===== src/rc_pkg.sv =====
// Shared types, codes and character helpers of the radix converter.
// No dependencies; every other file but rc_if.sv imports this package.
package rc_pkg;

  localparam int BASE_W = 5;
  localparam int CHAR_W = 8;
  localparam int DIGIT_W = 4;
  localparam int APB_AW = 3;
  localparam int APB_DW = 32;

  localparam logic [BASE_W-1:0] BASE_MIN = 5'd2;
  localparam logic [BASE_W-1:0] BASE_MAX = 5'd16;
  localparam logic [BASE_W-1:0] SOURCE_BASE_RST = 5'd10;
  localparam logic [BASE_W-1:0] TARGET_BASE_RST = 5'd2;

  localparam logic [CHAR_W-1:0] CHAR_ZERO = 8'h30;
  localparam logic [CHAR_W-1:0] CHAR_NINE = 8'h39;
  localparam logic [CHAR_W-1:0] CHAR_UPPER_A = 8'h41;
  localparam logic [CHAR_W-1:0] CHAR_UPPER_F = 8'h46;

  typedef enum logic [0:0] {
    REG_SOURCE_BASE = 1'b0,
    REG_TARGET_BASE = 1'b1
  } reg_idx_t;

  typedef enum logic [1:0] {
    STATUS_OK       = 2'd0,
    STATUS_INVALID  = 2'd1,
    STATUS_OVERFLOW = 2'd2
  } status_t;

  typedef struct packed {
    logic               known;
    logic [DIGIT_W-1:0] value;
  } digit_t;

  // Datapath enables of one microcode step.
  typedef struct packed {
    logic accept;
    logic check;
    logic divide;
    logic store;
    logic set_ovf;
    logic emit;
    logic status;
    logic clear;
  } ctrl_t;

  // Datapath conditions seen by the sequencer.
  typedef struct packed {
    logic last_in;
    logic bad;
    logic bits_done;
    logic q_zero;
    logic room;
    logic cnt_one;
    logic out_free;
  } flags_t;

  function automatic digit_t digit_of(input logic [CHAR_W-1:0] c);
    digit_t d;
    d.known = 1'b0;
    d.value = '0;
    if (c >= CHAR_ZERO && c <= CHAR_NINE) begin
      d.known = 1'b1;
      d.value = DIGIT_W'(c - CHAR_ZERO);
    end else if (c >= CHAR_UPPER_A && c <= CHAR_UPPER_F) begin
      d.known = 1'b1;
      d.value = DIGIT_W'(c - CHAR_UPPER_A + 8'd10);
    end
    return d;
  endfunction

  function automatic logic [CHAR_W-1:0] glyph_of(input logic [DIGIT_W-1:0] d);
    logic [CHAR_W-1:0] g;
    if (d < 4'd10) g = CHAR_ZERO + CHAR_W'(d);
    else g = CHAR_UPPER_A + CHAR_W'(d) - 8'd10;
    return g;
  endfunction

  function automatic logic base_ok(input logic [BASE_W-1:0] b);
    return (b >= BASE_MIN) && (b <= BASE_MAX);
  endfunction

endpackage


===== src/rc_if.sv =====
// Valid/ready channel interfaces of the radix converter: characters in, digits out.
// Depends on nothing; the decimal_value width follows VALUE_BITS.
interface rc_char_if;
  logic       valid;
  logic       ready;
  logic [7:0] char_code;
  logic       last_char;

  modport source(output valid, char_code, last_char, input ready);
  modport sink(input valid, char_code, last_char, output ready);
endinterface

interface rc_digit_if #(
  parameter int VALUE_BITS = 31
);
  logic                  valid;
  logic                  ready;
  logic [7:0]            digit_code;
  logic [1:0]            status;
  logic [VALUE_BITS-1:0] decimal_value;
  logic                  last_digit;

  modport source(output valid, digit_code, status, decimal_value, last_digit, input ready);
  modport sink(input valid, digit_code, status, decimal_value, last_digit, output ready);
endinterface


===== src/rc_cfg.sv =====
// APB-style register file holding source_base and target_base.
// Depends on rc_pkg.
module rc_cfg (
  input  logic                      clk,
  input  logic                      rst,
  input  logic                      psel,
  input  logic                      penable,
  input  logic                      pwrite,
  input  logic [rc_pkg::APB_AW-1:0] paddr,
  input  logic [rc_pkg::APB_DW-1:0] pwdata,
  output logic [rc_pkg::APB_DW-1:0] prdata,
  output logic                      pready,
  output logic [rc_pkg::BASE_W-1:0] source_base,
  output logic [rc_pkg::BASE_W-1:0] target_base
);
  import rc_pkg::*;

  logic     wr_en;
  reg_idx_t idx;

  assign pready = 1'b1;
  assign wr_en  = psel & penable & pwrite;
  assign idx    = reg_idx_t'(paddr[2]);

  always_ff @(posedge clk) begin
    if (rst) begin
      source_base <= SOURCE_BASE_RST;
      target_base <= TARGET_BASE_RST;
    end else if (wr_en) begin
      unique case (idx)
        REG_SOURCE_BASE: source_base <= pwdata[BASE_W-1:0];
        REG_TARGET_BASE: target_base <= pwdata[BASE_W-1:0];
        default: ;
      endcase
    end
  end

  always_comb begin
    prdata = '0;
    if (paddr[1:0] == 2'b00) begin
      unique case (idx)
        REG_SOURCE_BASE: prdata = APB_DW'(source_base);
        REG_TARGET_BASE: prdata = APB_DW'(target_base);
        default: prdata = '0;
      endcase
    end
  end

endmodule


===== src/rc_sequencer.sv =====
// Microcode sequencer: step counter, control-word ROM and conditional jumps.
// Depends on rc_pkg (ctrl_t, flags_t).
module rc_sequencer (
  input  logic           clk,
  input  logic           rst,
  input  rc_pkg::flags_t flags,
  output rc_pkg::ctrl_t  ctrl
);
  import rc_pkg::*;

  typedef logic [3:0] step_t;

  typedef enum logic [2:0] {
    C_NONE,
    C_ALWAYS,
    C_LAST,
    C_BAD,
    C_BITS_DONE,
    C_QZERO,
    C_ROOM,
    C_CNT_ONE
  } cond_t;

  typedef struct packed {
    ctrl_t ctrl;
    cond_t cond;
    logic  hold;
    step_t target;
  } uword_t;

  localparam step_t S_ACCEPT = 4'd0;
  localparam step_t S_CHECK  = 4'd1;
  localparam step_t S_DIVIDE = 4'd2;
  localparam step_t S_STORE  = 4'd3;
  localparam step_t S_ROOM   = 4'd4;
  localparam step_t S_OVF    = 4'd5;
  localparam step_t S_STATUS = 4'd6;
  localparam step_t S_EMIT   = 4'd7;
  localparam step_t S_DONE   = 4'd8;

  step_t  pc;
  step_t  pc_next;
  uword_t uw;
  logic   stall;
  logic   taken;

  always_comb begin
    uw = '0;
    unique case (pc)
      S_ACCEPT: begin
        uw.ctrl.accept = 1'b1;
        uw.cond = C_LAST;
        uw.hold = 1'b1;
        uw.target = S_CHECK;
      end
      S_CHECK: begin
        uw.ctrl.check = 1'b1;
        uw.cond = C_BAD;
        uw.target = S_STATUS;
      end
      S_DIVIDE: begin
        uw.ctrl.divide = 1'b1;
        uw.cond = C_BITS_DONE;
        uw.hold = 1'b1;
        uw.target = S_STORE;
      end
      S_STORE: begin
        uw.ctrl.store = 1'b1;
        uw.cond = C_QZERO;
        uw.target = S_EMIT;
      end
      S_ROOM: begin
        uw.cond = C_ROOM;
        uw.target = S_DIVIDE;
      end
      S_OVF: begin
        uw.ctrl.set_ovf = 1'b1;
        uw.cond = C_NONE;
      end
      S_STATUS: begin
        uw.ctrl.status = 1'b1;
        uw.ctrl.clear = 1'b1;
        uw.cond = C_ALWAYS;
        uw.target = S_ACCEPT;
      end
      S_EMIT: begin
        uw.ctrl.emit = 1'b1;
        uw.cond = C_CNT_ONE;
        uw.hold = 1'b1;
        uw.target = S_DONE;
      end
      S_DONE: begin
        uw.ctrl.clear = 1'b1;
        uw.cond = C_ALWAYS;
        uw.target = S_ACCEPT;
      end
      default: begin
        uw.cond = C_ALWAYS;
        uw.target = S_ACCEPT;
      end
    endcase
  end

  assign stall = (uw.ctrl.emit | uw.ctrl.status) & ~flags.out_free;
  assign ctrl  = stall ? '0 : uw.ctrl;

  always_comb begin
    unique case (uw.cond)
      C_NONE:      taken = 1'b0;
      C_ALWAYS:    taken = 1'b1;
      C_LAST:      taken = flags.last_in;
      C_BAD:       taken = flags.bad;
      C_BITS_DONE: taken = flags.bits_done;
      C_QZERO:     taken = flags.q_zero;
      C_ROOM:      taken = flags.room;
      C_CNT_ONE:   taken = flags.cnt_one;
      default:     taken = 1'b0;
    endcase
  end

  always_comb begin
    priority if (stall) pc_next = pc;
    else if (taken) pc_next = uw.target;
    else if (uw.hold) pc_next = pc;
    else pc_next = pc + 4'd1;
  end

  always_ff @(posedge clk) begin
    if (rst) pc <= S_ACCEPT;
    else pc <= pc_next;
  end

  a_stall_holds: assert property (@(posedge clk) disable iff (rst)
    stall |=> $stable(pc)) else $error("step advanced while output stalled");

  a_bad_to_status: assert property (@(posedge clk) disable iff (rst)
    (pc == S_CHECK && flags.bad) |=> pc == S_STATUS)
    else $error("bad run did not branch to status step");

  a_reset_entry: assert property (@(posedge clk)
    rst |=> pc == S_ACCEPT) else $error("reset did not return to accept step");

endmodule


===== src/rc_datapath.sv =====
// Datapath: Horner accumulator, run checks, bit-serial divider by the target base,
// digit buffer and output register. Driven by rc_sequencer control words; uses rc_pkg.
module rc_datapath #(
  parameter int MAX_DIGITS = 16,
  parameter int VALUE_BITS = 31
) (
  input  logic                      clk,
  input  logic                      rst,
  input  logic [rc_pkg::BASE_W-1:0] source_base,
  input  logic [rc_pkg::BASE_W-1:0] target_base,
  input  rc_pkg::ctrl_t             ctrl,
  output rc_pkg::flags_t            flags,
  rc_char_if.sink                   chars,
  rc_digit_if.source                digits
);
  import rc_pkg::*;

  localparam int CC_W   = $clog2(MAX_DIGITS + 2);
  localparam int ND_W   = $clog2(MAX_DIGITS + 1);
  localparam int IDX_W  = (MAX_DIGITS > 1) ? $clog2(MAX_DIGITS) : 1;
  localparam int BC_W   = $clog2(VALUE_BITS);
  localparam int PROD_W = VALUE_BITS + BASE_W;

  logic [VALUE_BITS-1:0] acc;
  logic [CC_W-1:0]       char_count;
  logic                  invalid_seen;
  logic                  overflow_seen;
  logic [DIGIT_W-1:0]    digit_buffer [MAX_DIGITS];
  logic [ND_W-1:0]       ndig;
  logic [VALUE_BITS-1:0] quot;
  logic [DIGIT_W-1:0]    rem;
  logic [BC_W-1:0]       bitcnt;

  logic                  take;
  digit_t                dig;
  logic [CC_W-1:0]       char_count_next;
  logic                  bad_digit;
  logic [PROD_W-1:0]     prod;
  logic                  prod_ovf;
  logic                  bases_bad;
  logic [DIGIT_W:0]      trial;
  logic                  trial_ge;
  logic [DIGIT_W:0]      trial_diff;
  logic [ND_W-1:0]       rd_pos;
  logic [IDX_W-1:0]      rd_idx;
  logic [IDX_W-1:0]      wr_idx;

  assign chars.ready = ctrl.accept;
  assign take = chars.valid & ctrl.accept;

  assign dig = digit_of(chars.char_code);
  assign char_count_next = (char_count <= CC_W'(MAX_DIGITS)) ? char_count + 1'b1 : char_count;
  assign bad_digit = ~dig.known | ~base_ok(source_base) |
                     (BASE_W'(dig.value) >= source_base);
  assign prod = PROD_W'(acc) * PROD_W'(source_base) + PROD_W'(dig.value);
  assign prod_ovf = |prod[PROD_W-1:VALUE_BITS];
  assign bases_bad = ~base_ok(source_base) | ~base_ok(target_base);

  assign trial      = {rem, quot[VALUE_BITS-1]};
  assign trial_ge   = trial >= target_base;
  assign trial_diff = trial - target_base;

  assign rd_pos = ndig - 1'b1;
  assign rd_idx = rd_pos[IDX_W-1:0];
  assign wr_idx = ndig[IDX_W-1:0];

  always_comb begin
    flags.last_in   = take & chars.last_char;
    flags.bad       = invalid_seen | overflow_seen | bases_bad;
    flags.bits_done = (bitcnt == '0);
    flags.q_zero    = (quot == '0);
    flags.room      = (ndig != ND_W'(MAX_DIGITS));
    flags.cnt_one   = (ndig == ND_W'(1));
    flags.out_free  = ~digits.valid | digits.ready;
  end

  always_ff @(posedge clk) begin
    if (rst) begin
      acc           <= '0;
      char_count    <= '0;
      invalid_seen  <= 1'b0;
      overflow_seen <= 1'b0;
      ndig          <= '0;
    end else begin
      if (take) begin
        char_count <= char_count_next;
        if (bad_digit || char_count_next > CC_W'(MAX_DIGITS)) invalid_seen <= 1'b1;
        if (!bad_digit && !overflow_seen) begin
          if (prod_ovf) overflow_seen <= 1'b1;
          else acc <= prod[VALUE_BITS-1:0];
        end
      end
      if (ctrl.check) begin
        if (bases_bad) invalid_seen <= 1'b1;
        ndig <= '0;
      end
      if (ctrl.store) ndig <= ndig + 1'b1;
      if (ctrl.set_ovf) overflow_seen <= 1'b1;
      if (ctrl.emit) ndig <= rd_pos;
      if (ctrl.clear) begin
        acc           <= '0;
        char_count    <= '0;
        invalid_seen  <= 1'b0;
        overflow_seen <= 1'b0;
        ndig          <= '0;
      end
    end
  end

  always_ff @(posedge clk) begin
    if (ctrl.check) begin
      quot   <= acc;
      rem    <= '0;
      bitcnt <= BC_W'(VALUE_BITS - 1);
    end
    if (ctrl.divide) begin
      quot   <= {quot[VALUE_BITS-2:0], trial_ge};
      rem    <= trial_ge ? trial_diff[DIGIT_W-1:0] : trial[DIGIT_W-1:0];
      bitcnt <= bitcnt - 1'b1;
    end
    if (ctrl.store) begin
      digit_buffer[wr_idx] <= rem;
      rem    <= '0;
      bitcnt <= BC_W'(VALUE_BITS - 1);
    end
  end

  always_ff @(posedge clk) begin
    if (rst) digits.valid <= 1'b0;
    else if (ctrl.emit || ctrl.status) digits.valid <= 1'b1;
    else if (digits.ready) digits.valid <= 1'b0;
  end

  always_ff @(posedge clk) begin
    if (ctrl.emit) begin
      digits.digit_code    <= glyph_of(digit_buffer[rd_idx]);
      digits.status        <= STATUS_OK;
      digits.decimal_value <= acc;
      digits.last_digit    <= (ndig == ND_W'(1));
    end else if (ctrl.status) begin
      digits.digit_code    <= '0;
      digits.status        <= invalid_seen ? STATUS_INVALID : STATUS_OVERFLOW;
      digits.decimal_value <= '0;
      digits.last_digit    <= 1'b1;
    end
  end

  a_ndig_bound: assert property (@(posedge clk) disable iff (rst)
    ndig <= ND_W'(MAX_DIGITS)) else $error("digit count beyond buffer depth");

  a_status_form: assert property (@(posedge clk) disable iff (rst)
    (digits.valid && digits.status != STATUS_OK) |->
      (digits.last_digit && digits.digit_code == '0 && digits.decimal_value == '0))
    else $error("status result carries digit data");

  a_rem_below_base: assert property (@(posedge clk) disable iff (rst)
    ctrl.divide |-> (BASE_W'(rem) < target_base))
    else $error("remainder not below target base");

endmodule


===== src/radix_converter_core.sv =====
// Radix converter: digit characters in one base (2..16) in, digit characters in another out.
// Channel chars (rc_char_if): one ASCII digit per request, most significant first,
//   last_char marks the final one. Characters are taken one per cycle while ready is high.
// Channel digits (rc_digit_if): one request per output digit, most significant first,
//   with the decimal value; last_digit marks the end of the run. A bad run (unknown
//   character, digit not below base, base out of range, too long) gives one request
//   with status 1, an oversize value or rendering one with status 2.
// After the last character the sequencer runs a bit-serial divider by target_base, one
//   division per output digit, and all digits of a result are computed before the first
//   leaves. A status result for a bad run or an oversize value follows the check step
//   without division; one for an oversize rendering follows MAX_DIGITS divisions.
//   Digits leave one per cycle while the receiver takes them, and a clear step ends the
//   run before chars.ready rises again.
// chars.ready is low from the last character until the run has been handed to the
// output register. A stalled receiver holds the output register and the sequencer;
// the next run's characters are taken while the final result still waits.
// Reset (rst, synchronous) clears the run, sets source_base to 10, target_base to 2.
// Registers over APB: source_base at 0x0, target_base at 0x4; write only while idle.
module radix_converter_core #(
  parameter int MAX_DIGITS = 16,
  parameter int VALUE_BITS = 31
) (
  input  logic                      clk,
  input  logic                      rst,
  rc_char_if.sink                   chars,
  rc_digit_if.source                digits,
  input  logic                      psel,
  input  logic                      penable,
  input  logic                      pwrite,
  input  logic [rc_pkg::APB_AW-1:0] paddr,
  input  logic [rc_pkg::APB_DW-1:0] pwdata,
  output logic [rc_pkg::APB_DW-1:0] prdata,
  output logic                      pready
);
  import rc_pkg::*;

  logic [BASE_W-1:0] source_base;
  logic [BASE_W-1:0] target_base;
  ctrl_t             ctrl;
  flags_t            flags;

  rc_cfg u_cfg (
    .clk         (clk),
    .rst         (rst),
    .psel        (psel),
    .penable     (penable),
    .pwrite      (pwrite),
    .paddr       (paddr),
    .pwdata      (pwdata),
    .prdata      (prdata),
    .pready      (pready),
    .source_base (source_base),
    .target_base (target_base)
  );

  rc_sequencer u_seq (
    .clk   (clk),
    .rst   (rst),
    .flags (flags),
    .ctrl  (ctrl)
  );

  rc_datapath #(
    .MAX_DIGITS (MAX_DIGITS),
    .VALUE_BITS (VALUE_BITS)
  ) u_dp (
    .clk         (clk),
    .rst         (rst),
    .source_base (source_base),
    .target_base (target_base),
    .ctrl        (ctrl),
    .flags       (flags),
    .chars       (chars),
    .digits      (digits)
  );

endmodule


===== src/flat_wrapper.sv =====
// flat-port wrapper written by rule: the top's interface ports become plain ports
module radix_converter_core_flat import rc_pkg::*;
#(
  parameter int MAX_DIGITS = 16,
  parameter int VALUE_BITS = 31
)
  (clk, rst, psel, penable, pwrite, paddr, pwdata, prdata, pready, chars_valid, chars_char_code, chars_last_char, chars_ready, digits_valid, digits_digit_code, digits_status, digits_decimal_value, digits_last_digit, digits_ready);
  rc_char_if chars_i ();
  rc_digit_if #(.VALUE_BITS(VALUE_BITS)) digits_i ();
  input  logic clk;
  input  logic rst;
  input  logic psel;
  input  logic penable;
  input  logic pwrite;
  input  logic [rc_pkg::APB_AW-1:0] paddr;
  input  logic [rc_pkg::APB_DW-1:0] pwdata;
  output logic [rc_pkg::APB_DW-1:0] prdata;
  output logic pready;
  input wire logic [$bits(chars_i.valid)-1:0] chars_valid;
  input wire logic [$bits(chars_i.char_code)-1:0] chars_char_code;
  input wire logic [$bits(chars_i.last_char)-1:0] chars_last_char;
  output wire logic [$bits(chars_i.ready)-1:0] chars_ready;
  output wire logic [$bits(digits_i.valid)-1:0] digits_valid;
  output wire logic [$bits(digits_i.digit_code)-1:0] digits_digit_code;
  output wire logic [$bits(digits_i.status)-1:0] digits_status;
  output wire logic [$bits(digits_i.decimal_value)-1:0] digits_decimal_value;
  output wire logic [$bits(digits_i.last_digit)-1:0] digits_last_digit;
  input wire logic [$bits(digits_i.ready)-1:0] digits_ready;
  assign chars_i.valid = chars_valid;
  assign chars_i.char_code = chars_char_code;
  assign chars_i.last_char = chars_last_char;
  assign chars_ready = chars_i.ready;
  assign digits_valid = digits_i.valid;
  assign digits_digit_code = digits_i.digit_code;
  assign digits_status = digits_i.status;
  assign digits_decimal_value = digits_i.decimal_value;
  assign digits_last_digit = digits_i.last_digit;
  assign digits_i.ready = digits_ready;
  radix_converter_core #(.MAX_DIGITS(MAX_DIGITS), .VALUE_BITS(VALUE_BITS)) u_core (.clk(clk), .rst(rst), .chars(chars_i), .digits(digits_i), .psel(psel), .penable(penable), .pwrite(pwrite), .paddr(paddr), .pwdata(pwdata), .prdata(prdata), .pready(pready));
endmodule

===== config.mk =====
export PLATFORM = sky130hd
export DESIGN_NAME = radix_converter_core_flat
export DESIGN_NICKNAME = d
export VERILOG_FILES = /design/src/rc_pkg.sv /design/src/rc_if.sv /design/src/rc_cfg.sv /design/src/rc_sequencer.sv /design/src/rc_datapath.sv /design/src/radix_converter_core.sv /design/src/flat_wrapper.sv
export SDC_FILE = /design/constraint.sdc
export NUM_CORES = 1
export LEC_CHECK = 0
export ABC_AREA = 1
export ABC_CLOCK_PERIOD_IN_PS = 7900
export BUFFER_PORTS_ARGS = -buffer_cell sky130_fd_sc_hd__buf_2
export CORE_MARGIN = 1
export CORE_UTILIZATION = 35
export DETAILED_ROUTE_END_ITERATION = 16
export PLACE_DENSITY_LB_ADDON = 0.12
export SLEW_MARGIN = 0
export SYNTH_ARGS = -nofsm -noshare
export SYNTH_HDL_FRONTEND = slang
export SYNTH_SLANG_ARGS = --single-unit

===== constraint.sdc =====
create_clock -name clk -period 7.9 [get_ports clk]
set_input_delay 0.395 -clock clk [delete_from_list [all_inputs] [get_ports clk]]
set_output_delay 0.395 -clock clk [all_outputs]
set_load 0.05 [all_outputs]

==> results of run 1 <==
## sequential cells by signal, indices dropped and copies added, names as in the netlist, 2 cells and up
| name | cells |
|---|---|
| u_core.u_cfg.target_base | 5 |
| u_core.u_cfg.source_base | 5 |
| u_core.u_dp.ndig | 5 |
| u_core.u_seq.pc | 4 |
| u_core.u_dp.bitcnt | 5 |
| u_core.u_dp.quot | 31 |
| u_core.u_dp.digits.status | 2 |
| u_core.u_dp.rem | 4 |
| u_core.u_dp.digit_buffer | 64 |
| u_core.u_dp.char_count | 5 |
| u_core.u_dp.digits.decimal_value | 31 |
| u_core.u_dp.digits.digit_code | 7 |
| u_core.u_dp.acc | 31 |
## final timing paths
path	from	to	slack, ns	cells past startpoint
max	u_core.u_cfg.source_base[4]	u_core.u_dp.acc[0]	1.66	20
min reg2reg	u_core.u_dp.bitcnt[4]	u_core.u_dp.bitcnt[4]	0.46	2
min	pwdata[1]	u_core.u_cfg.target_base[1]	0.11	3
max reg2reg	u_core.u_cfg.source_base[4]	u_core.u_dp.acc[0]	1.66	20
## power groups by stage
stage | clock [W] | combinational (W) | sequential (W)
2_1_floorplan | 0 | 0.000716 | 0.00148
3_3_place_gp | 0 | 0.000989 | 0.00147
3_5_place_dp | 0 | 0.000998 | 0.00147
4_1_cts | 0.00106 | 0.00100 | 0.00145
5_1_grt | 0.00111 | 0.00112 | 0.00147
6_report | 0.00103 | 0.000994 | 0.00145
## stage by stage
| step | total power, W | area, sq um |
|---|---|---|
| 4_1_cts | 0.003521 | 17160 |
| 3_3_place_gp | 0.002459 | 16440 |
| 5_1_grt | 0.003699 | 17160 |
| 6_report | 0.003481 | 17160 |
| 2_1_floorplan | 0.002194 | 15890 |
| 3_5_place_dp | 0.002473 | 16440 |
## cell usage in the layout, fill, tap and decap left out, types with 3 or more instances in the layout
cell                        netlist  layout
sky130_fd_sc_hd__a211oi_1         8       8
sky130_fd_sc_hd__buf_2           17      71
sky130_fd_sc_hd__clkbuf_16        0      23
sky130_fd_sc_hd__clkinv_2         0       4
sky130_fd_sc_hd__nand2_1        511     511
sky130_fd_sc_hd__buf_4           49      13
sky130_fd_sc_hd__or2_2            3       3
sky130_fd_sc_hd__xor2_1          11      11
sky130_fd_sc_hd__xnor2_1         17      17
sky130_fd_sc_hd__dfxtp_1         69      68
sky130_fd_sc_hd__clkbuf_1        42       5
sky130_fd_sc_hd__inv_2            6       6
sky130_fd_sc_hd__mux2i_1          5       5
sky130_fd_sc_hd__clkinv_1         1       4
sky130_fd_sc_hd__nand3_2          4       4
sky130_fd_sc_hd__a31oi_1          5       5
sky130_fd_sc_hd__o211ai_1        11      11
sky130_fd_sc_hd__o21bai_1         3       3
sky130_fd_sc_hd__ha_1            96      96
sky130_fd_sc_hd__o21ai_0        106     106
sky130_fd_sc_hd__o221ai_1         5       5
sky130_fd_sc_hd__nand2_2         20      20
sky130_fd_sc_hd__o32ai_1          3       3
sky130_fd_sc_hd__nor2_2          18      18
sky130_fd_sc_hd__conb_1           2      29
sky130_fd_sc_hd__a21oi_1         55      55
sky130_fd_sc_hd__nor3_1          17      17
sky130_fd_sc_hd__inv_1          363     363
sky130_fd_sc_hd__a21oi_2          3       3
sky130_fd_sc_hd__nand3_1         47      47
sky130_fd_sc_hd__nor4_1           3       3
sky130_fd_sc_hd__edfxtp_1       134     134
sky130_fd_sc_hd__nor2_1         242     241
sky130_fd_sc_hd__fa_1            92      92
sky130_fd_sc_hd__nand4_1         39      39
sky130_fd_sc_hd__o21a_1           3       3
## critical path: stages, from the launching register on
cell	delay, ns
sky130_fd_sc_hd__dfxtp_2	0.93
sky130_fd_sc_hd__nand2_1	0.19
sky130_fd_sc_hd__fa_1	0.56
sky130_fd_sc_hd__inv_1	0.06
sky130_fd_sc_hd__fa_1	0.51
sky130_fd_sc_hd__fa_1	0.52
sky130_fd_sc_hd__ha_1	0.41
sky130_fd_sc_hd__nand2_2	0.11
sky130_fd_sc_hd__nor2_2	0.13
sky130_fd_sc_hd__inv_1	0.10
sky130_fd_sc_hd__nor3_1	0.14
sky130_fd_sc_hd__nand2_1	0.10
sky130_fd_sc_hd__nand2_1	0.14
sky130_fd_sc_hd__nand2_1	0.11
sky130_fd_sc_hd__nand3_1	0.08
sky130_fd_sc_hd__nand2_1	0.06
sky130_fd_sc_hd__inv_2	0.50
sky130_fd_sc_hd__nand3_2	0.39
sky130_fd_sc_hd__nor2_4	0.82
sky130_fd_sc_hd__nor2_1	0.12
sky130_fd_sc_hd__nor2_1	0.15
## layer usage
metal / GRT usage (%) / routed length [microns] / vias to the layer above
met2: 31.56 / 19800 / 153
met1: 23.72 / 19420 / 5997
met5: 0 / 0 / -
li1: - / - / 6344
met4: 4.929 / 931 / 0
met3: 1.376 / 924 / 51
## layout make-up
type / count / area (sq um) / area share [%]
clock inverter: 12 / 95.09 / 0.5541
inverter: 370 / 1389 / 8.093
clock buffer: 30 / 621.8 / 3.623
multi-input combinational: 1375 / 8456 / 49.27
sequential: 203 / 5406 / 31.50
timing repair buffer: 84 / 452.9 / 2.639
tap: 592 / 740.7 / 4.316
## cells by family (layout without fill, tap and decap cells)
kind of cell,Yosys count,in the layout,synth area share (%)
adder cells (fa/ha/maj),188,188,19.28
other,2,29,0.04757
XOR/XNOR,28,28,1.553
multiplexers,5,5,0.3170
AO/OA/AOI/OAI,210,210,7.506
AND/OR/NAND/NOR,915,915,24.13
buffers and inverters,482,496,12.93
flip-flops,203,203,34.24
==> metrics.txt, run 1 <==
# TYPE chip_impl_metric gauge
chip_impl_info{name="outcome",value="complete, no violations"} 1
chip_impl_metric{name="worst-path-max-fanout",unit=""} 33
chip_impl_metric{name="period_minus_slack",unit="ns"} 6.242
chip_impl_metric{name="port_buffers",unit=""} 71
chip_impl_metric{name="timing_hold_violations_final",unit=""} 0
chip_impl_metric{name="antenna_left",unit=""} 0
chip_impl_metric{name="clock_insertion_delay_worst_skew",unit="ns"} 0.53
chip_impl_info{name="unrepaired_setup_endpoints_after_global_routing",value="no"} 1
chip_impl_metric{name="synth.ff_latch_count",unit=""} 203
chip_impl_metric{name="drive_above_1_share",unit="%"} 8.872
chip_impl_metric{name="number_of_antenna_violations_at_the_first_check_in_global_routing",unit=""} 0
chip_impl_metric{name="vias_in_the_first_global_route",unit=""} 12570
chip_impl_metric{name="actual_slew_at_the_worst_max_slew_pin",unit="ns"} 1.173
chip_impl_metric{name="switching_power",unit="W"} 0.001282
chip_impl_metric{name="gr-total-overflow",unit=""} 0
chip_impl_metric{name="postCtsSetupBuffers",unit=""} 0
chip_impl_info{name="critPathCaptureType",value="flip-flop"} 1
chip_impl_metric{name="floorplan.rows",unit=""} 77
chip_impl_metric{name="yosysWarnings",unit=""} 0
chip_impl_metric{name="power_frac_comb",unit="%"} 28.6
chip_impl_metric{name="gp_weighted_congestion",unit=""} 0.8500
chip_impl_metric{name="grt_pass1_wl",unit="microns"} 66830
chip_impl_metric{name="htree_levels",unit=""} 1
chip_impl_info{name="crit_type",value="reg2reg"} 1
chip_impl_info{name="post_synth_main_area_contributors",value="sky130_fd_sc_hd__edfxtp_1, sky130_fd_sc_hd__nand2_1, sky130_fd_sc_hd__fa_1"} 1
chip_impl_metric{name="fillcell_total",unit=""} 4622
chip_impl_metric{name="detailedRoute.firstIterationViolations",unit=""} 601
chip_impl_info{name="cts_tree",value="built"} 1
chip_impl_info{name="synth_top_area_cell",value="sky130_fd_sc_hd__edfxtp_1"} 1
chip_impl_metric{name="timing.hold.ws",unit="ns"} 0.1075
chip_impl_metric{name="die_width",unit="microns"} 214.4
chip_impl_metric{name="power.share.switching",unit="%"} 36.84
chip_impl_metric{name="max_capacitance_violation_count",unit=""} 0
chip_impl_metric{name="worst_slack",unit="ns"} 1.658
chip_impl_metric{name="timing.critical_path.arrival",unit="ns"} 6.70
chip_impl_metric{name="netlist-cell-type-count",unit=""} 50
chip_impl_metric{name="finalCoreUtilization",unit="%"} 38.72
chip_impl_metric{name="worst_ep_required_time",unit="ns"} 8.35
chip_impl_metric{name="power.sequential.fraction",unit="%"} 41.7
chip_impl_metric{name="vias_per_std_cell",unit=""} 4.706
chip_impl_metric{name="synth_area_per_cell",unit="sq um"} 7.765
chip_impl_metric{name="final_max_slew_viol_count",unit=""} 0
chip_impl_metric{name="power.density_cell_area",unit="nW/um^2"} 202.8
chip_impl_metric{name="cell_internal_pwr",unit="W"} 0.002198
chip_impl_metric{name="dp_cells",unit=""} 2624
chip_impl_metric{name="synth_top_cell_area_share",unit="%"} 25.49
chip_impl_metric{name="insertedDiodeCount",unit=""} 0
chip_impl_metric{name="fin_setup_tns",unit="ns"} 0
chip_impl_metric{name="numCtsBuffers",unit=""} 23
chip_impl_metric{name="floorplan.initialDensity",unit="%"} 35.62
chip_impl_metric{name="synth_area",unit="sq um"} 15790
chip_impl_metric{name="grt_max_degree",unit=""} 48
chip_impl_metric{name="worst_setup_hold_path_clk_slew",unit="ns"} 0.06
chip_impl_metric{name="p_clk_share",unit="%"} 29.7
chip_impl_metric{name="die_area",unit="sq um"} 45960
chip_impl_metric{name="number_of_hold_repair_buffers_added_at_the_cts_stage",unit=""} 0
chip_impl_metric{name="synth_edf_count",unit=""} 134
chip_impl_metric{name="drc",unit=""} 0
chip_impl_metric{name="finalCritPeriodShare",unit="%"} 79.02
chip_impl_metric{name="tritoncts_num_sinks",unit=""} 203
chip_impl_metric{name="pre_cts_slack",unit="ns"} 1.602
chip_impl_metric{name="wl_per_cell",unit="microns"} 15.41
chip_impl_metric{name="die_height",unit="microns"} 214.4
chip_impl_metric{name="yosysSeqAreaShare",unit="%"} 34.24
chip_impl_metric{name="async_reset_ff_share",unit="%"} 0
chip_impl_metric{name="post_detailed_placement_half_perimeter_wirelength",unit="microns"} 30630
chip_impl_info{name="hold_path.class",value="in2reg"} 1
chip_impl_metric{name="timing.fmax",unit="MHz"} 160.2
chip_impl_metric{name="max-vdd-ir-drop",unit="mV"} 0.1446
chip_impl_metric{name="setup_viol",unit=""} 0
chip_impl_metric{name="grt_util_all_layers",unit="%"} 17.98
chip_impl_info{name="yosys.cell_count.top_type",value="sky130_fd_sc_hd__nand2_1"} 1
chip_impl_metric{name="ios",unit=""} 128
chip_impl_metric{name="worst_clock_skew",unit="ns"} 0.01230
chip_impl_metric{name="ctsResizeCount",unit=""} 0
chip_impl_info{name="netlist_top_cells_count",value="sky130_fd_sc_hd__nand2_1, sky130_fd_sc_hd__inv_1, sky130_fd_sc_hd__nor2_1"} 1
chip_impl_metric{name="syn2layout_area_growth",unit="%"} 8.711
chip_impl_info{name="worst_setup_path_start_kind",value="flip-flop"} 1
chip_impl_metric{name="fp.coreArea",unit="sq um"} 44320
chip_impl_info{name="root_buffer",value="sky130_fd_sc_hd__clkbuf_16"} 1
chip_impl_metric{name="buffers_from_clock_root_to_sink_at_most",unit=""} 3
chip_impl_metric{name="synthesis.instances",unit=""} 2033
chip_impl_metric{name="leakage_power_figure",unit="nW"} 8.488
chip_impl_metric{name="first_pass_iters",unit=""} 5
chip_impl_metric{name="finalNetCount",unit=""} 2296
chip_impl_info{name="dominantRegCellSynth",value="sky130_fd_sc_hd__edfxtp_1"} 1
chip_impl_metric{name="fin_cells",unit=""} 2666
chip_impl_metric{name="via_count",unit=""} 12550
chip_impl_metric{name="routed_wire_length",unit="microns"} 41080
chip_impl_metric{name="timing.slew.headroom",unit="%"} 21.32
Note: power is estimated with default switching activity, not from simulation.
==> inputs of run 2 (changes only) <==
--- a/config.mk
+++ b/config.mk
@@ -6,7 +6,7 @@
 export NUM_CORES = 1
 export LEC_CHECK = 0
 export ABC_AREA = 1
-export ABC_CLOCK_PERIOD_IN_PS = 7900
+export ABC_CLOCK_PERIOD_IN_PS = 6500
 export BUFFER_PORTS_ARGS = -buffer_cell sky130_fd_sc_hd__buf_2
 export CORE_MARGIN = 1
 export CORE_UTILIZATION = 35
==> constraint.sdc (replaced) <==
create_clock -name clk -period 6.5 [get_ports clk]
set_input_delay 0.325 -clock clk [delete_from_list [all_inputs] [get_ports clk]]
set_output_delay 0.325 -clock clk [all_outputs]
set_load 0.05 [all_outputs]
==> metrics.txt, run 2 (synthesis results as in run 1) <==
# TYPE chip_impl_metric gauge
chip_impl_metric{name="timing.fmax",unit="MHz"} 195.9
chip_impl_metric{name="numCtsBuffers",unit=""} 23
chip_impl_metric{name="critical-path-max-stage-delay",unit="ns"} 0.77
chip_impl_metric{name="fin_setup_tns",unit="ns"} 0
chip_impl_metric{name="buffers_from_clock_root_to_sink_at_most",unit=""} 3
chip_impl_metric{name="number_of_antenna_violations_at_the_first_check_in_global_routing",unit=""} 0
chip_impl_metric{name="tritoncts_num_sinks",unit=""} 203
chip_impl_metric{name="syn2layout_area_growth",unit="%"} 8.901
chip_impl_info{name="crit_path_cell_trace",value="buf_12, nand2_1, fa_1, inv_1, fa_1, fa_1, ha_1, nand2_1, inv_1, a21oi_1, nand2_1, a21oi_1, nand2_1, nand2_1, nand2_1, nor2_2, nand3_2, nor2_4, buf_4, nor2_1, nor2_1"} 1
chip_impl_metric{name="wl_per_cell",unit="microns"} 15.16
chip_impl_metric{name="post_detailed_placement_half_perimeter_wirelength",unit="microns"} 30700
chip_impl_metric{name="fillcell_total",unit=""} 4649
chip_impl_metric{name="grt_util_all_layers",unit="%"} 17.98
chip_impl_metric{name="vias_in_the_first_global_route",unit=""} 12690
chip_impl_metric{name="detailedRoute.firstIterationViolations",unit=""} 616
chip_impl_metric{name="power.density_cell_area",unit="nW/um^2"} 242.0
chip_impl_metric{name="worst-path-max-fanout",unit=""} 22
chip_impl_info{name="outcome",value="complete, no violations"} 1
chip_impl_metric{name="power.sequential.fraction",unit="%"} 42.3
chip_impl_metric{name="final_max_slew_viol_count",unit=""} 0
chip_impl_metric{name="worst_setup_hold_path_clk_slew",unit="ns"} 0.06
chip_impl_metric{name="power_frac_comb",unit="%"} 29.0
chip_impl_metric{name="max_ffs_per_register",unit=""} 64
chip_impl_metric{name="ios",unit=""} 128
chip_impl_metric{name="finalCritPeriodShare",unit="%"} 78.51
chip_impl_metric{name="port_buffers",unit=""} 71
chip_impl_metric{name="insertedDiodeCount",unit=""} 0
chip_impl_info{name="most-common-layout-cells",value="sky130_fd_sc_hd__nand2_1, sky130_fd_sc_hd__inv_1, sky130_fd_sc_hd__nor2_1"} 1
chip_impl_info{name="hold_path.class",value="in2reg"} 1
chip_impl_metric{name="worst_ep_required_time",unit="ns"} 6.96
chip_impl_metric{name="floorplan.rows",unit=""} 77
chip_impl_metric{name="max_capacitance_violation_count",unit=""} 0
chip_impl_metric{name="timing.hold.worst_path_depth",unit=""} 3
chip_impl_metric{name="routed_wire_length",unit="microns"} 40520
chip_impl_metric{name="die_area",unit="sq um"} 45960
chip_impl_metric{name="die_height",unit="microns"} 214.4
chip_impl_metric{name="postCtsSetupBuffers",unit=""} 0
chip_impl_metric{name="die_width",unit="microns"} 214.4
chip_impl_metric{name="drive_above_1_share",unit="%"} 9.135
chip_impl_info{name="critical_path.most_common_cell",value="sky130_fd_sc_hd__nand2_1"} 1
chip_impl_info{name="most_flops_register",value="u_core.u_dp.digit_buffer"} 1
chip_impl_metric{name="regToRegSetupSlack",unit="ns"} 1.40
chip_impl_metric{name="fp.coreArea",unit="sq um"} 44320
chip_impl_metric{name="timing_hold_violations_final",unit=""} 0
chip_impl_metric{name="floorplan.initialDensity",unit="%"} 35.62
chip_impl_metric{name="max-vdd-ir-drop",unit="mV"} 0.2210
chip_impl_metric{name="via_count",unit=""} 12510
chip_impl_info{name="critPathCaptureType",value="flip-flop"} 1
chip_impl_metric{name="vias_per_std_cell",unit=""} 4.683
chip_impl_metric{name="switching_power",unit="W"} 0.001551
chip_impl_metric{name="period_minus_slack",unit="ns"} 5.103
chip_impl_metric{name="number_of_hold_repair_buffers_added_at_the_cts_stage",unit=""} 0
chip_impl_metric{name="clock_insertion_delay_worst_skew",unit="ns"} 0.54
chip_impl_metric{name="gr-total-overflow",unit=""} 0
chip_impl_metric{name="leakage_power_figure",unit="nW"} 8.509
chip_impl_metric{name="antenna_left",unit=""} 0
chip_impl_metric{name="grt_max_degree",unit=""} 49
chip_impl_metric{name="htree_levels",unit=""} 1
chip_impl_metric{name="power.share.switching",unit="%"} 37.27
chip_impl_info{name="crit_type",value="reg2reg"} 1
chip_impl_info{name="slowest_stage",value="sky130_fd_sc_hd__dfxtp_1"} 1
chip_impl_metric{name="ctsResizeCount",unit=""} 0
chip_impl_metric{name="gp_weighted_congestion",unit=""} 0.8455
chip_impl_info{name="root_buffer",value="sky130_fd_sc_hd__clkbuf_16"} 1
chip_impl_metric{name="drc",unit=""} 0
chip_impl_info{name="final_common_cell",value="sky130_fd_sc_hd__nand2_1"} 1
chip_impl_metric{name="timing.slew.headroom",unit="%"} 23.85
chip_impl_metric{name="actual_slew_at_the_worst_max_slew_pin",unit="ns"} 1.135
chip_impl_metric{name="grt_pass1_wl",unit="microns"} 66850
chip_impl_metric{name="finalNetCount",unit=""} 2303
chip_impl_info{name="unrepaired_setup_endpoints_after_global_routing",value="no"} 1
chip_impl_metric{name="dp_cells",unit=""} 2631
chip_impl_info{name="cts_tree",value="built"} 1
chip_impl_metric{name="first_pass_iters",unit=""} 5
chip_impl_metric{name="setup_viol",unit=""} 0
chip_impl_metric{name="fin_cells",unit=""} 2672
chip_impl_metric{name="cell_internal_pwr",unit="W"} 0.002609
chip_impl_metric{name="p_clk_share",unit="%"} 28.7
chip_impl_metric{name="timing.critical_path.arrival",unit="ns"} 5.56
chip_impl_info{name="worst_setup_path_start_kind",value="flip-flop"} 1
chip_impl_metric{name="ff2ff_path_depth",unit=""} 21
chip_impl_metric{name="worst_clock_skew",unit="ns"} 0.02974
==> run 2: worst max-delay path: cells and delay by family (launching register included) <==
| kind | cells | cell delay, ns |
|---|---|---|
| AOI/OAI and AO/OA | 2 | 0.42 |
| adders and majority gates | 4 | 1.95 |
| buffers and inverters | 4 | 0.62 |
| DFF | 1 | 0.77 |
| and+or+nand+nor | 11 | 1.28 |
==> run 2: cell type report <==
cell class                 instances  area, sq um  area share [%]
multi-input combinational       1375         8456           49.18
timing repair buffer              91        530.5           3.086
sequential                       203         5405           31.44
tap                              592        740.7           4.309
inverter                         370         1389           8.079
clock inverter                    14        80.08          0.4658
clock buffer                      27        590.6           3.435
==> run 2: path summary, 6_finish.rpt <==
path                               startpoint                     endpoint
setup / recovery  u_core.u_cfg.source_base[4]           u_core.u_dp.acc[3]
hold / removal                      pwdata[1]  u_core.u_cfg.source_base[1]
setup reg to reg  u_core.u_cfg.source_base[4]           u_core.u_dp.acc[3]
hold reg to reg         u_core.u_dp.bitcnt[0]        u_core.u_dp.bitcnt[0]
==> run 2: per-stage QoR <==
stage	setup WS [ns]	util [%]	power, W	instance area (sq um)	hold slack, ns
2_1_floorplan	2.261	-	0.002667	15890	0.4247
3_3_place_gp	1.250	37.28	0.002989	16520	0.4429
3_5_place_dp	1.205	37.28	0.003001	16520	0.4585
4_1_cts	1.288	38.79	0.004206	17190	0.02150
5_1_grt	0.9643	38.79	0.004427	17190	0.04386
6_report	1.397	38.79	0.004160	17190	0.04283
==> run 2: routing by layer <==
layer	vias up	part of all wire (%)	GRT usage, %
met3	48	2.1	1.390
met5	-	0	0
li1	6356	-	-
met2	137	49	31.94
met1	5972	47	23.53
met4	0	1.8	4.595
==> run 2: power by group through the flow <==
stage | clock network [W] | logic [W] | registers (W)
2_1_floorplan | 0 | 0.000870 | 0.00180
4_1_cts | 0.00122 | 0.00122 | 0.00177
5_1_grt | 0.00127 | 0.00137 | 0.00179
6_report | 0.00119 | 0.00121 | 0.00176
3_3_place_gp | 0 | 0.00120 | 0.00179
3_5_place_dp | 0 | 0.00121 | 0.00179
